--- src/hdl/wmps_pkg.sv ---
// ----------------------------------------------------------------------------
// wmps_pkg
// shared types and constants for the masked word pattern scan
// ----------------------------------------------------------------------------
package wmps_pkg;

	localparam int WORD_W  = 32;
	localparam int ADDR_W  = 48;
	localparam int INDEX_W = 6;
	localparam int LEN_W   = 7;
	localparam int KIND_W  = 2;

	localparam int QUEUE_DEPTH = 4;

	localparam logic [KIND_W-1:0] REQ_LOAD  = 2'd0;
	localparam logic [KIND_W-1:0] REQ_BEGIN = 2'd1;
	localparam logic [KIND_W-1:0] REQ_DATA  = 2'd2;
	localparam logic [KIND_W-1:0] REQ_END   = 2'd3;

	localparam logic [WORD_W-1:0] COUNT_MAX = 32'hFFFF_FFFF;

	typedef struct packed {
		logic [KIND_W-1:0]  req_type;
		logic [INDEX_W-1:0] entry_index;
		logic [WORD_W-1:0]  entry_value;
		logic [WORD_W-1:0]  entry_mask;
		logic [WORD_W-1:0]  data_word;
		logic [ADDR_W-1:0]  word_address;
		logic               segment_first;
	} req_t;

	typedef struct packed {
		logic [ADDR_W-1:0] match_address;
		logic [WORD_W-1:0] match_total;
		logic              unique_found;
	} rsp_t;

	// classified word held in the queue between front and back
	typedef struct packed {
		logic [KIND_W-1:0]  kind;
		logic [INDEX_W-1:0] index;
		logic [WORD_W-1:0]  word;
		logic [WORD_W-1:0]  mask;
		logic [ADDR_W-1:0]  address;
		logic               first;
	} cmd_t;

endpackage

--- src/hdl/wmps_front.sv ---
// ----------------------------------------------------------------------------
// wmps_front
// accepts request words, classifies them and pushes them into the queue
// ----------------------------------------------------------------------------
module wmps_front #(
	parameter int MAX_PATTERN = 64
) (
	input  logic           req_valid,
	output logic           req_stall,
	input  wmps_pkg::req_t req,
	input  logic           full,
	output logic           push,
	output wmps_pkg::cmd_t push_cmd
);
	import wmps_pkg::*;

	logic accept;
	logic load_dropped;

	assign req_stall    = full;
	assign accept       = req_valid && !full;
	// loads beyond the pattern store are discarded here
	assign load_dropped = (req.req_type == REQ_LOAD) && (int'(req.entry_index) >= MAX_PATTERN);
	assign push         = accept && !load_dropped;

	always_comb begin
		push_cmd         = '0;
		push_cmd.kind    = req.req_type;
		push_cmd.index   = req.entry_index;
		push_cmd.mask    = req.entry_mask;
		push_cmd.address = req.word_address;
		push_cmd.first   = req.segment_first;
		unique case (req.req_type)
			REQ_LOAD: begin
				push_cmd.word = req.entry_value;
			end
			REQ_DATA: begin
				push_cmd.word = req.data_word;
			end
			default: begin
				push_cmd.word = '0;
			end
		endcase
	end

endmodule

--- config.mk ---
export PLATFORM = sky130hd
export DESIGN_NAME = wmps_front
export DESIGN_NICKNAME = d
export VERILOG_FILES = /design/src/hdl/wmps_pkg.sv /design/src/hdl/wmps_front.sv
export SDC_FILE = /design/constraint.sdc
export NUM_CORES = 1
export LEC_CHECK = 0
export ABC_CLOCK_PERIOD_IN_PS = 900
export BUFFER_PORTS_ARGS = -buffer_cell sky130_fd_sc_hd__buf_2
export CAP_MARGIN = 10
export CORE_AREA = 2 2 108 110
export DETAILED_ROUTE_END_ITERATION = 8
export DIE_AREA = 0 0 110 112
export GPL_ROUTABILITY_DRIVEN = 0
export SYNTH_ARGS = -nofsm -noshare
export SYNTH_HDL_FRONTEND = slang
export SYNTH_SLANG_ARGS = --single-unit
--- constraint.sdc ---
create_clock -name vclk -period 0.9
set_clock_uncertainty 0.15 [all_clocks]
set_input_delay 0.135 -clock vclk [all_inputs]
set_output_delay 0.135 -clock vclk [all_outputs]
set_load 0.05 [all_outputs]
Word-level counts from Yosys, hierarchy flattened. Index checks and enable logic that the tools add are counted.

Logic and storage cells: 5. Output and inout port bits: 123. Register bits after elaboration: 0.

Equal/unequal tests: 1. Mux-type cells: 1. Reductions and logical operators: 3.

Operators with widths (count): $pmux 32 s2 (1); $eq 2x2->1 const B (1); $logic_not 2->1 (1); $logic_and 1x1->1 (1); $logic_not 1->1 (1).

Logic depth before layout (Yosys ltp).
Word-level depth: 2. Mapped depth: 4. Mapped depth without buffers: 2.

Worst setup path after synthesis. Ideal clock, no wire load.

Kind: input port to output port. Start: in req[152] in the netlist's numbering. End: out push_cmd[100] in the netlist's numbering. Arrival time: 1.157 ns. Data required time: 0.615 ns. Stages: 4. Buffers on the path: 2. Slack: -0.542 ns. Cells stage by stage: buf_6 -> buf_12 -> mux2i_1 -> nor2_1.

RTL lines: from (decl) (RTL line wmps_front.sv:10) `input wmps_pkg::req_t req,`; to (decl) (RTL line wmps_front.sv:13) `output wmps_pkg::cmd_t push_cmd`.

==> impl_metrics.csv <==
group,metric,value,unit
layout,drive_gt1_share,100,%
power_and_ir_drop,p_seq_share,0,%
setup_path,critical-path-top-delay-family,"buffers and inverters",
floorplan,die_x,110,µm
setup_path,start_kind,"primary input",
detailed_routing,wl_met2,2770,µm
layout,antenna_cells,0,
power_and_ir_drop,leakage,0.859,nW
floorplan,pin_count,278,
layout,seq_cells,0,
setup_path,path_class,"in2out",
setup_path,critPathSlowestCell,"mux2i_4",
job,cap_violations,0,
sta,setup_viol,33,
sta,grt_setup_unrepaired,"true",
setup_path,worst_path_most_repeated_cell,"buf_16",
detailed_routing,wl_met1,1100,µm
sta,maxSlewViolCount,0,
global_route,grt_antenna_before_repair,0,
synth,synth_top_area_cell,"buf_4",
sta,hold_violations,0,
synth,synth_fp_nets,317,
layout,syn_to_final_growth,86.9,%
setup_path,path_cells,"buf_16 -> buf_16 -> mux2i_4 -> nor2_4 -> buf_6",
setup_path,crit_fanout,8,
outcome,outcome,"finished, violations left",
synth,synth_top_area_share,56.1,%
floorplan,core.rowCount,39,
detailed_routing,ant_nets,0,
power_and_ir_drop,vdd_drop_max,0.000256,V
detailed_routing,route.met3.wl,657,µm
setup_path,cp_slowest_stage_delay,0.27,ns
placed_design,dpl.hpwl,3600,µm
sta,timing.final.crit_period,1.20,ns
synth,synthCells,162,
power_and_ir_drop,p_sw,827,µW
power_and_ir_drop,power_frac_comb,100.0,%
global_route,track_usage,6.73,%
layout,seq_area,0,µm²
setup_path,end_kind,"output pin",
power_and_ir_drop,p_clk_share,0,%
detailed_routing,drt-initial-drc-count,34,
synth,synthTopCellsByCount,"buf_4 (90), mux2i_1 (32), nor2_1 (32)",
sta,worst_pin_slew,0.252,ns
layout,clkbuf_count,0,
setup_path,cp.arrival,0.92,ns
sta,relSlewSlack,83.2,%
synth,ys_seq_area_share,0,%
floorplan,die_h,112,µm
hold_path,hp-class,"in2out",
synth,syn_avg_cell_area,7.44,µm²
floorplan,fp.coreArea,0.0112,mm²
detailed_routing,highest_layer,"met4",
global_route,grt_max_degree,22,
detailed_routing,first_pass_iters,2,
global_route,grt_pass1_vias,1119,
synth,yosysUniqueCellTypes,7,
setup_path,worst-path-buf-inv,3,
synth,ys_warn_count,0,
setup_path,critPathRequiredTime,0.61,ns
placed_design,io_buffer_count,104,
outcome,violations,"setup timing",
placed_design,pre_cts_slack,-0.426,ns
floorplan,initial_core_util,10.8,%
detailed_routing,wire_per_inst,15.1,µm
clocking,cts_hold_buf,0,
power_and_ir_drop,power.density,676,mW/mm²
synth,ys_top_cells_by_area,"buf_4 (56%), mux2i_1 (27%), nor2_1 (10%), buf_12 (5.0%), buf_6 (0.93%)",
detailed_routing,via_per_inst,3.32,
global_route,overflow,0,
sta,setup_ws,-0.303,ns
detailed_routing,via_count,1070,
sta,fmax,831,MHz
power_and_ir_drop,total_power,1.52,mW
synth,netlist_area,0.00120,mm²
power_and_ir_drop,switching_share,54.3,%
power_and_ir_drop,internal-power,696,µW
detailed_routing,wl,4860,µm
sta,finalCritPeriodShare,134,%
synth,yosysMostFrequentCell,"buf_4",
detailed_routing,drc,0,
global_route,grt_pass1_wl,6280,µm
layout,nets,336,
floorplan,die-area,0.0123,mm²
## layout by cell type, fill, tap and decap left out, drive strengths merged
master,Yosys,layout
nor2,32,32
buf,94,113
clkbuf,3,1
mux2i,32,32
nor2b,1,1
## power by group through the flow
stage                     clock (mW)  sequential, mW  combinational, mW
final                              0               0               1.52
after global routing               0               0               1.59
after CTS                          0               0               1.31
after global placement             0               0              0.995
after floorplan                    0               0               1.78
after detailed placement           0               0               1.01
## metal layers
layer  up-vias  global-route usage, %
met1       476                   4.23
met4         0                   4.64
met2        92                   14.0
met5         -                      0
met3        32                   2.81
li1        470                      -
## what timing repair did
item / 4_1_cts / 5_1_grt
pin swaps: 0 / 1
setup endpoints to repair: 34 / 33
cloned: 3 / 1
setup buffers: 1 / 0
resized for setup: 82 / 77
## final cells by class
type / count / area [µm²]
timing repair buffer: 114 / 983
fill: 1164 / 8920
multi-input combinational: 65 / 1090
tap: 143 / 179
## stage by stage
stage / area (µm²) / utilization (%) / cells / hold slack [ns] / setup TNS, ns
after floorplan: 1450 / - / 162 / 0.179 / -6.28
after global placement: 1480 / 13.2 / 317 / 0.120 / -12.08
after detailed placement: 1480 / 13.2 / 317 / 0.120 / -12.70
after CTS: 1930 / 17.2 / 321 / 0.120 / -9.62
after global routing: 2250 / 20.2 / 322 / 0.120 / -9.87
final: 2250 / 20.2 / 322 / 0.120 / -8.77
## worst paths after layout
check / startpoint / to / slack (ns) / depth (start not counted)
min: req[22] / push_cmd[22] / 0.12 / 0
max: req[152] / push_cmd[110] / -0.30 / 5
## cell families (layout without fill, tap and decap cells)
family,Yosys count,in the layout,synth area share (%)
simple gates,33,33,10.5
buf+inv,97,114,62.9
mux,32,32,26.6
Power figures use the tool's default switching activity.
