`src/hdl/wmps_pkg.sv`:
```
// ----------------------------------------------------------------------------
// wmps_pkg
// shared types and constants for the masked word pattern scan
// ----------------------------------------------------------------------------
package wmps_pkg;

	localparam int WORD_W  = 32;
	localparam int ADDR_W  = 48;
	localparam int INDEX_W = 6;
	localparam int LEN_W   = 7;
	localparam int KIND_W  = 2;

	localparam int QUEUE_DEPTH = 4;

	localparam logic [KIND_W-1:0] REQ_LOAD  = 2'd0;
	localparam logic [KIND_W-1:0] REQ_BEGIN = 2'd1;
	localparam logic [KIND_W-1:0] REQ_DATA  = 2'd2;
	localparam logic [KIND_W-1:0] REQ_END   = 2'd3;

	localparam logic [WORD_W-1:0] COUNT_MAX = 32'hFFFF_FFFF;

	typedef struct packed {
		logic [KIND_W-1:0]  req_type;
		logic [INDEX_W-1:0] entry_index;
		logic [WORD_W-1:0]  entry_value;
		logic [WORD_W-1:0]  entry_mask;
		logic [WORD_W-1:0]  data_word;
		logic [ADDR_W-1:0]  word_address;
		logic               segment_first;
	} req_t;

	typedef struct packed {
		logic [ADDR_W-1:0] match_address;
		logic [WORD_W-1:0] match_total;
		logic              unique_found;
	} rsp_t;

	// classified word held in the queue between front and back
	typedef struct packed {
		logic [KIND_W-1:0]  kind;
		logic [INDEX_W-1:0] index;
		logic [WORD_W-1:0]  word;
		logic [WORD_W-1:0]  mask;
		logic [ADDR_W-1:0]  address;
		logic               first;
	} cmd_t;

endpackage

```
`src/hdl/wmps_queue.sv`:
```
// ----------------------------------------------------------------------------
// wmps_queue
// short first-in first-out queue between front and back
// ----------------------------------------------------------------------------
module wmps_queue (
	input  logic           clk,
	input  logic           arst_n,
	input  logic           push,
	input  wmps_pkg::cmd_t push_cmd,
	output logic           full,
	output logic           head_valid,
	output wmps_pkg::cmd_t head,
	input  logic           pop
);
	import wmps_pkg::*;

	localparam int PTR_W = $clog2(QUEUE_DEPTH);
	localparam int CNT_W = $clog2(QUEUE_DEPTH + 1);

	cmd_t             slot_q [QUEUE_DEPTH];
	logic [PTR_W-1:0] wr_ptr_q;
	logic [PTR_W-1:0] rd_ptr_q;
	logic [CNT_W-1:0] count_q;

	assign full       = (count_q == CNT_W'(QUEUE_DEPTH));
	assign head_valid = (count_q != '0);
	assign head       = slot_q[rd_ptr_q];

	always_ff @(posedge clk) begin
		if (push) begin
			slot_q[wr_ptr_q] <= push_cmd;
		end
	end

	always_ff @(posedge clk or negedge arst_n) begin
		if (!arst_n) begin
			wr_ptr_q <= '0;
			rd_ptr_q <= '0;
			count_q  <= '0;
		end else begin
			if (push) begin
				wr_ptr_q <= wr_ptr_q + 1'b1;
			end
			if (pop) begin
				rd_ptr_q <= rd_ptr_q + 1'b1;
			end
			unique case ({push, pop})
				2'b10: begin
					count_q <= count_q + 1'b1;
				end
				2'b01: begin
					count_q <= count_q - 1'b1;
				end
				default: begin
					count_q <= count_q;
				end
			endcase
		end
	end

endmodule

```
`config.mk`:
```
export PLATFORM = sky130hd
export DESIGN_NAME = wmps_queue
export DESIGN_NICKNAME = d
export VERILOG_FILES = /design/src/hdl/wmps_pkg.sv /design/src/hdl/wmps_queue.sv
export SDC_FILE = /design/constraint.sdc
export NUM_CORES = 1
export LEC_CHECK = 0
export BUFFER_PORTS_ARGS = -buffer_cell sky130_fd_sc_hd__buf_2
export CAP_MARGIN = 20
export CORE_MARGIN = 5
export CORE_UTILIZATION = 35
export DETAILED_ROUTE_END_ITERATION = 12
export PLACE_DENSITY = 0.61
export REMOVE_ABC_BUFFERS = 1
export SLEW_MARGIN = 10
export SYNTH_ARGS = -nofsm -noshare
export SYNTH_HDL_FRONTEND = slang
export SYNTH_SLANG_ARGS = --single-unit
```
`constraint.sdc`:
```
create_clock -name clk -period 7.4 [get_ports clk]
set_clock_uncertainty 0.1 [all_clocks]
set_input_delay 0.74 -clock clk [delete_from_list [all_inputs] [get_ports clk]]
set_output_delay 0.74 -clock clk [all_outputs]
set_load 0.02 [all_outputs]
```
# After elaboration in Yosys (flattened, before gate mapping)
# Memories as Yosys holds them, arrays and structs flattened.
# Index checks and enable logic that the tools add are counted.
# word_totals
regBits	7
ramBits	484
input_bits	125
word_cells	16
mem_count	1
# mem_list
memory	depth	word_bits	read_ports	rd_ports_with_merged_regs	wr	line	text
slot_q	4	121	1	0	1	wmps_queue.sv:20	cmd_t slot_q [QUEUE_DEPTH];
# classes
add_sub_neg	4
n_eq_ne	3
mux	3
n_reduce_logical	2
# ops
op	n
one-hot mux 3 bit (2 select lines)	1
adder 2 x 1 -> 2 bit, second input constant	2
adder 3 x 1 -> 3 bit, second input constant	1
== test 3 bit, second input constant	1
nonzero test 3 bit	1
subtractor 3 x 1 -> 3 bit, second input constant	1
== test 2 x 1 -> 1 bit, second input constant	1
== test 2 bit, second input constant	1
2-to-1 mux 1 bit	2
nonzero test 2 bit	1

# Longest topological paths before layout
# Gate-level depths: netlist (run 1).
# depth
word_depth	2
depth_mapped	7

# Worst setup path before layout (run 1)
# Ideal clock, no wire load.
# synth_timing
kind	input-to-reg
startpoint	in push
endpoint	mem slot_q[0][0] in the netlist's numbering, enable pin
setup_time_ps	494
t_arrival_ps	3517
required_time_ps	6806
setup_slack_ps	3289
cell_stages	1
n_path_buf	0
cell_sequence	and2_1
# synth_via
elab_chain_len	2
# synth_lines
item	line	text
start: declaration	wmps_queue.sv:8	input logic push,
2-to-1 mux 1 bit	wmps_queue.sv:30	if (push) begin
2-to-1 mux 1 bit (implied by the code)	wmps_queue.sv:31	slot_q[wr_ptr_q] <= push_cmd;
end: declaration	wmps_queue.sv:20	
# No other way between the ends.

==> results of run 1 <==
layout make-up:
type / count / area [um^2]
multi-input cells: 144 / 2930
clock inverters: 31 / 228
repair buffers: 258 / 1330
inverters: 6 / 22.5
diodes: 4 / 10.0
flip-flops and latches: 491 / 14700
fillers: 4376 / 28800
well taps: 672 / 841
clock buffers: 65 / 1370
sequential cells by signal, indices dropped and copies added, names as in the netlist:
register  flops
wr_ptr_q      2
rd_ptr_q      2
slot_q      484
count_q       3
power breakdown:
| part | switching (mW) | total [mW] | internal [mW] |
|---|---|---|---|
| clock | 1.02 | 2.44 | 1.41 |
| sequential | 0.240 | 3.88 | 3.64 |
| combinational | 1.55 | 2.60 | 1.06 |
worst max path at each step:
stage | startpoint | to | slack [ns] | cells past startpoint
after global routing | rd_ptr_q[1]$_DFFE_PN0P_ | head[115] | 3.13 | 3
after detailed placement | rd_ptr_q[1]$_DFFE_PN0P_ | head[98] | 3.83 | 3
final | rd_ptr_q[1]$_DFFE_PN0P_ | head[98] | 3.38 | 3
after floorplan | rd_ptr_q[0]$_DFFE_PN0P_ | head[0] | 1.12 | 1
after CTS | rd_ptr_q[1]$_DFFE_PN0P_ | head[98] | 3.17 | 3
after global placement | rd_ptr_q[1]$_DFFE_PN0P_ | head[98] | 3.81 | 3
per-layer routing:
layer  vias to the layer above  routed length (um)  GRT usage
li1                       3476                   -          -
met1                      4205               15400      0.171
met2                       219               17400      0.200
met3                        70                2420     0.0395
met4                         6                 842     0.0401
met5                         -                  39          0
Yosys cell counts:
| library cell | n |
|---|---|
| and2_1 | 4 |
| and3_1 | 1 |
| buf_2 | 14 |
| buf_4 | 1 |
| buf_6 | 9 |
| clkbuf_1 | 4 |
| dfrtp_1 | 7 |
| edfxtp_1 | 484 |
| fa_1 | 1 |
| ha_1 | 5 |
| inv_1 | 6 |
| mux2i_1 | 1 |
| mux4_2 | 121 |
| nand2_1 | 2 |
| nor2_1 | 1 |
| o21ai_0 | 1 |
| or3_1 | 1 |
| xnor2_1 | 2 |
| xor2_1 | 4 |
per-stage QoR:
stage          hold WS (ns)   util  instance area [um^2]
4_1_cts               0.223  0.427                 21400
2_1_floorplan         0.344      -                 17700
3_3_place_gp          0.370  0.395                 19800
3_5_place_dp          0.385  0.395                 19800
6_report              0.279  0.427                 21500
5_1_grt               0.237  0.427                 21400
layout by cell type, fill, tap and decap left out, types with 3 or more instances in the layout:
cell type  count
clkbuf_16     53
clkinv_4       3
clkinv_2       6
xor2_1         4
mux4_2       121
inv_1          6
edfxtp_1     484
dfrtp_1        5
ha_1           5
buf_2        247
clkinv_1      17
and2_4         4
clkbuf_1      12
diode_2        4
buf_4          9
bufinv_16      3
cell families after synthesis:
kind of cell / Yosys count
buffers and inverters: 34
DFF: 491
muxes: 122
xor gates and xnor gates: 6
AOI/OAI and AO/OA: 1
and+or+nand+nor: 9
adders and majority gates: 6
==> results.md, run 1 <==
* Outcome: finished clean
* Critical Path Max Stage Delay at 0.99 ns
* Total Power at 8.92 mW
* Via Count at 7976
* Area growth from synthesis to final layout at 20.2%
* Crit-path max FO at 63
* RSZ-0062 raised after global routing: false
* Slew margin rel. at 0.326
* Die height at 236 um
* CTS Hold Bufs at 1
* Static Leak at 7.24 nW
* CP delay by family, top: buffers and inverters
* # setup viols final at 0
* MaxCap Viol Count at 0
* Setup Fix Bufs, Post-CTS at 0
* Fin nets at 1084
* Synth Instances at 669
* Initial antenna violation count at 5
* Hold path depth at 1
* CTS tree: built
* Critical path type: reg -> out
* WHS Endpoint: slot_q[3][43]$_DFFE_PP_
* CP required at 6.56 ns
* Synth Cell Area at 17800 um^2
* TritonCTS Buffers at 52
* Fmax at 0.249 GHz
* CP max-delay cell: dfrtp_4
* WL final at 36100 um
* RR Startpoint: wr_ptr_q[0]$_DFFE_PN0P_
* Routability cong. at 0.679
* Placement Setup Slack at 3.83 ns
* Final slew viol count at 0
* Final Hold Viols at 0
* Worst path cell trace: buf_4 > mux4_2 > buf_2
* Clock sinks at 491
* Clock buffer depth at 3
* TNS Setup at 0 ns
* Mux share of post-synthesis cell area at 0.153
* Main combinational cell family by area after synthesis: multiplexers
* Cell Pwr Density at 416 nW/um^2
* Non-filler cells in the finished layout at 1671
* Final setup margin at 3.38 ns
* Starting DRT DRC Count at 469
* Post-synth cell types at 19
* RR Endpoint: slot_q[0][102]$_DFFE_PP_
* R2R depth at 4
* FF-to-FF setup slack at 5.02 ns
* WL/cell at 21.6 um
* Clk_lat worst skew at 0.57 ns
* Register area share after synthesis at 0.824
* Vias/cell at 4.77
* Peak supply drop at 0.244 mV
* Biggest area consumer among synthesized cells: edfxtp_1
* Synth Area in Compound Gates at 0.000280
* WP buf/inv at 2
* Actual slew at the worst max-slew pin at 1.01 ns
* Number of port buffers at 247
* Nature of the critical path endpoint: output port
* Row count at 82
* Die area at 55600 um^2
* Hold/Removal Path Class: in -> reg
* Adder-cell share of the synthesized area at 0.00463
* Post-layout min period at 4.02 ns
* CTS clock-pin slew for the worst setup and hold paths at 0.06 ns
* Post-CTS sizing at 0
* GRT Resource Usage Total at 0.127
* Yosys warning count at 0
* Initial Util at 0.355
* Post-synthesis xor/xnor area fraction at 0.00294
* CP Launch Type: register
* Vias in the first global route at 8560
* Simple-Gate Fraction of Synth Area at 0.00273
* Chip Width at 236 um
* Core footprint at 50300 um^2
* Final worst-path cycle share at 0.543
* Top cell type's share of synthesized area at 0.814
* Synth area leaders: edfxtp_1, mux4_2, dfrtp_1, buf_6, buf_2
* Yosys reg bits at 491
* H-tree Lvls at 2
* Min-delay src: push_cmd[43]
* CP arrival at 3.18 ns
* Detailed-placement wirelength estimate at 21100 um
* Residual overflow from global routing at 0
* Dpl cells at 1570
* Post-route DRC at 0
* Avg Cell Area, Syn at 26.7 um^2
* Layout cells sized above 1 at 0.453
* Total I/O pin count at 248
* Antenna Nets Post-Route at 0
* DR pass1 iterations at 4
* First-pass GRT wire length at 54200 um
* Largest net degree at the start of global routing at 86
* CTS root buf: clkbuf_16
(Power assumes the default switching activity.)
==> inputs of run 2 (changes only) <==
Settings changed: PLACE_DENSITY 0.61 to 0.63.
Clock period 7.4 ns to 3.4 ns, I/O delays scaled along.
==> results.md, run 2 (same netlist as run 1, synthesis figures left out) <==
* Final hold slack at 0.0533 ns (-0.226 ns)
* Static Leak at 7.84 nW (+8.2%)
* Switch Pwr at 6.18 mW (+120%)
* Clk pwr share at 0.275 (+0.002)
* Setup crit start: rd_ptr_q[1]$_DFFE_PN0P_
* Outcome: finished clean
* Non-filler cells in the finished layout at 1791 (+7.2%)
* CTS root buf: clkbuf_16
* MaxCap Viol Count at 0 (unchanged)
* Final worst-path cycle share at 0.825
* Top Usage Layer GRT: met2
* Crit-path max FO at 46 (-27%)
* Initial Util at 0.355 (unchanged)
* Slew margin rel. at 0.577 (+0.251)
* DR pass1 iterations at 6 (+2)
* TritonCTS Buffers at 51 (-1.9%)
* Chip Width at 236 um (unchanged)
* Detailed-placement wirelength estimate at 21100 um (about the same)
* Antenna Nets Post-Route at 0 (unchanged)
* Actual slew at the worst max-slew pin at 0.634 ns (-0.376 ns)
* Nature of the critical path endpoint: output port
* Routability cong. at 0.694 (+2.2%)
* Routing usage on met2 at 0.213 (+0.0131)
* Fin nets at 1209 (+12%)
* Setup crit end: head[11]
* Starting DRT DRC Count at 525 (+12%)
* Biggest regs: slot_q: 484 flops, count_q: 3 flops
* Die height at 236 um (unchanged)
* Via Count at 8408 (+5.4%)
* FF-to-FF setup slack at 1.29 ns (-3.73 ns)
* Initial antenna violation count at 2 (-3)
* RSZ-0062 raised after global routing: false
* Vias/cell at 4.69 (-1.6%)
* CP arrival at 2.37 ns (-0.81 ns)
* Net Sw Frac at 0.311 (-0.00361)
* Top reg by flops: slot_q
* Post-route DRC at 0 (unchanged)
* Sequential power share at 0.416 (-0.019)
* # setup viols final at 0 (unchanged)
* Fmax at 0.356 GHz
* Number of port buffers at 247 (unchanged)
* Layout cells sized above 1 at 0.413 (-0.0406)
* Vias in the first global route at 9414 (+10%)
* WL final at 36500 um (+1.0%)
* Row count at 82 (unchanged)
* First-pass GRT wire length at 57000 um (+5.1%)
* Largest register FFs at 484 (unchanged)
* Total I/O pin count at 248 (unchanged)
* RR Startpoint: wr_ptr_q[0]$_DFFE_PN0P_
* H-tree Lvls at 2 (unchanged)
* Hold/Removal Path Class: in -> async
* Clock sinks at 491 (unchanged)
* CTS clock-pin slew for the worst setup and hold paths at 0.06 ns (about the same)
* Final Hold Viols at 0 (unchanged)
* WL/cell at 20.4 um (-5.8%)
* Largest net degree at the start of global routing at 54 (-37%)
* RR Endpoint: slot_q[0][39]$_DFFE_PP_
* Int Power at 13.7 mW (+120%)
* Post-layout min period at 2.81 ns
* Die area at 55600 um^2 (unchanged)
* Area growth from synthesis to final layout at 28.3%
* R2R depth at 4 (unchanged)
* Comb power frac at 0.309 (+0.017)
* CP Launch Type: register
* Cell Pwr Density at 866 nW/um^2 (+110%)
* Final slew viol count at 0 (unchanged)
* Clock buffer depth at 3 (unchanged)
* Dpl cells at 1573 (+0.19%)
* CP required at 2.96 ns (-3.60 ns)
* CTS tree: built
* Peak supply drop at 0.633 mV (+160%)
* Core footprint at 50300 um^2 (unchanged)
* Clk_lat worst skew at 0.57 ns (about the same)
* Residual overflow from global routing at 0 (unchanged)
* GRT Resource Usage Total at 0.131 (+0.00414)
* Leading cell type in the layout, fill and taps excluded: edfxtp_1
* Routing usage on met3 at 0.0409 (+0.00140)
* Critical path type: reg -> out
* GRT met1 Usage at 0.174 (+0.00315)
* Most frequent cells in the layout: edfxtp_1, buf_2, dlygate4sd3_1
-- run 2: changes by cell type in the layout (fill, tap and decap cells not counted), sizes merged, moves of 2 or more --
cell / before / now
dlygate4sd3: 1 / 124
clkinv: 26 / 17
buf: 257 / 260
clkinvlp: 0 / 3
bufinv: 3 / 5
diode: 4 / 2
-- run 2: timing repair --
action                    in CTS  in global routing
buffers inserted               0                  0
hold endpoints to repair     495                  0
hold buffers                 124                  0
gates resized for setup        0                  0
-- run 2: worst min path at each step --
stage               slack [ns]                     end
global placement          0.10  count_q[2]$_DFFE_PN0P_
floorplan                -0.06  count_q[0]$_DFFE_PN0P_
CTS                      0.002  count_q[0]$_DFFE_PN0P_
detailed placement        0.10  count_q[2]$_DFFE_PN0P_
global route              0.03  count_q[0]$_DFFE_PN0P_
finish                    0.05  count_q[0]$_DFFE_PN0P_
-- run 2: metal layers --
metal	up-vias	share of wire
li1	3716	-
met1	4387	0.42
met2	248	0.49
met3	57	0.068
met4	0	0.020
met5	-	0
-- run 2: critical path, cell delays in order (launching register included) --
cell and delay [ns]:
dfrtp_4 0.81, buf_12 0.35, mux4_2 0.41, buf_2 0.19
-- run 2: power by group through the flow --
stage | registers [mW] | logic [mW] | clock network (mW)
2_1_floorplan | 8.75 | 3.49 | 0
3_3_place_gp | 8.33 | 6.21 | 0
3_5_place_dp | 8.39 | 6.21 | 0
4_1_cts | 8.27 | 6.34 | 5.63
5_1_grt | 8.35 | 6.60 | 5.90
6_report | 8.25 | 6.14 | 5.46
-- run 2: cell type report --
type                    count  area, um^2
repair buffers            384        2740
well taps                 672         841
clock inverters            28         283
multi-input cells         144        2930
fillers                  4218       27400
diodes                      2        5.00
inverters                   6        22.5
clock buffers              64        1370
flip-flops and latches    491       14700
-- run 2: per-stage QoR --
step	utilization	total power [mW]	setup slack, ns	cell area, um^2	setup TNS [ns]
final	0.456	19.8	0.594	22900	0
after global routing	0.456	20.8	0.441	22900	0
after CTS	0.456	20.2	0.500	22900	0
after detailed placement	0.398	14.6	1.15	20000	0
after floorplan	-	12.2	-2.48	17700	-578.93
after global placement	0.398	14.5	1.15	20000	0
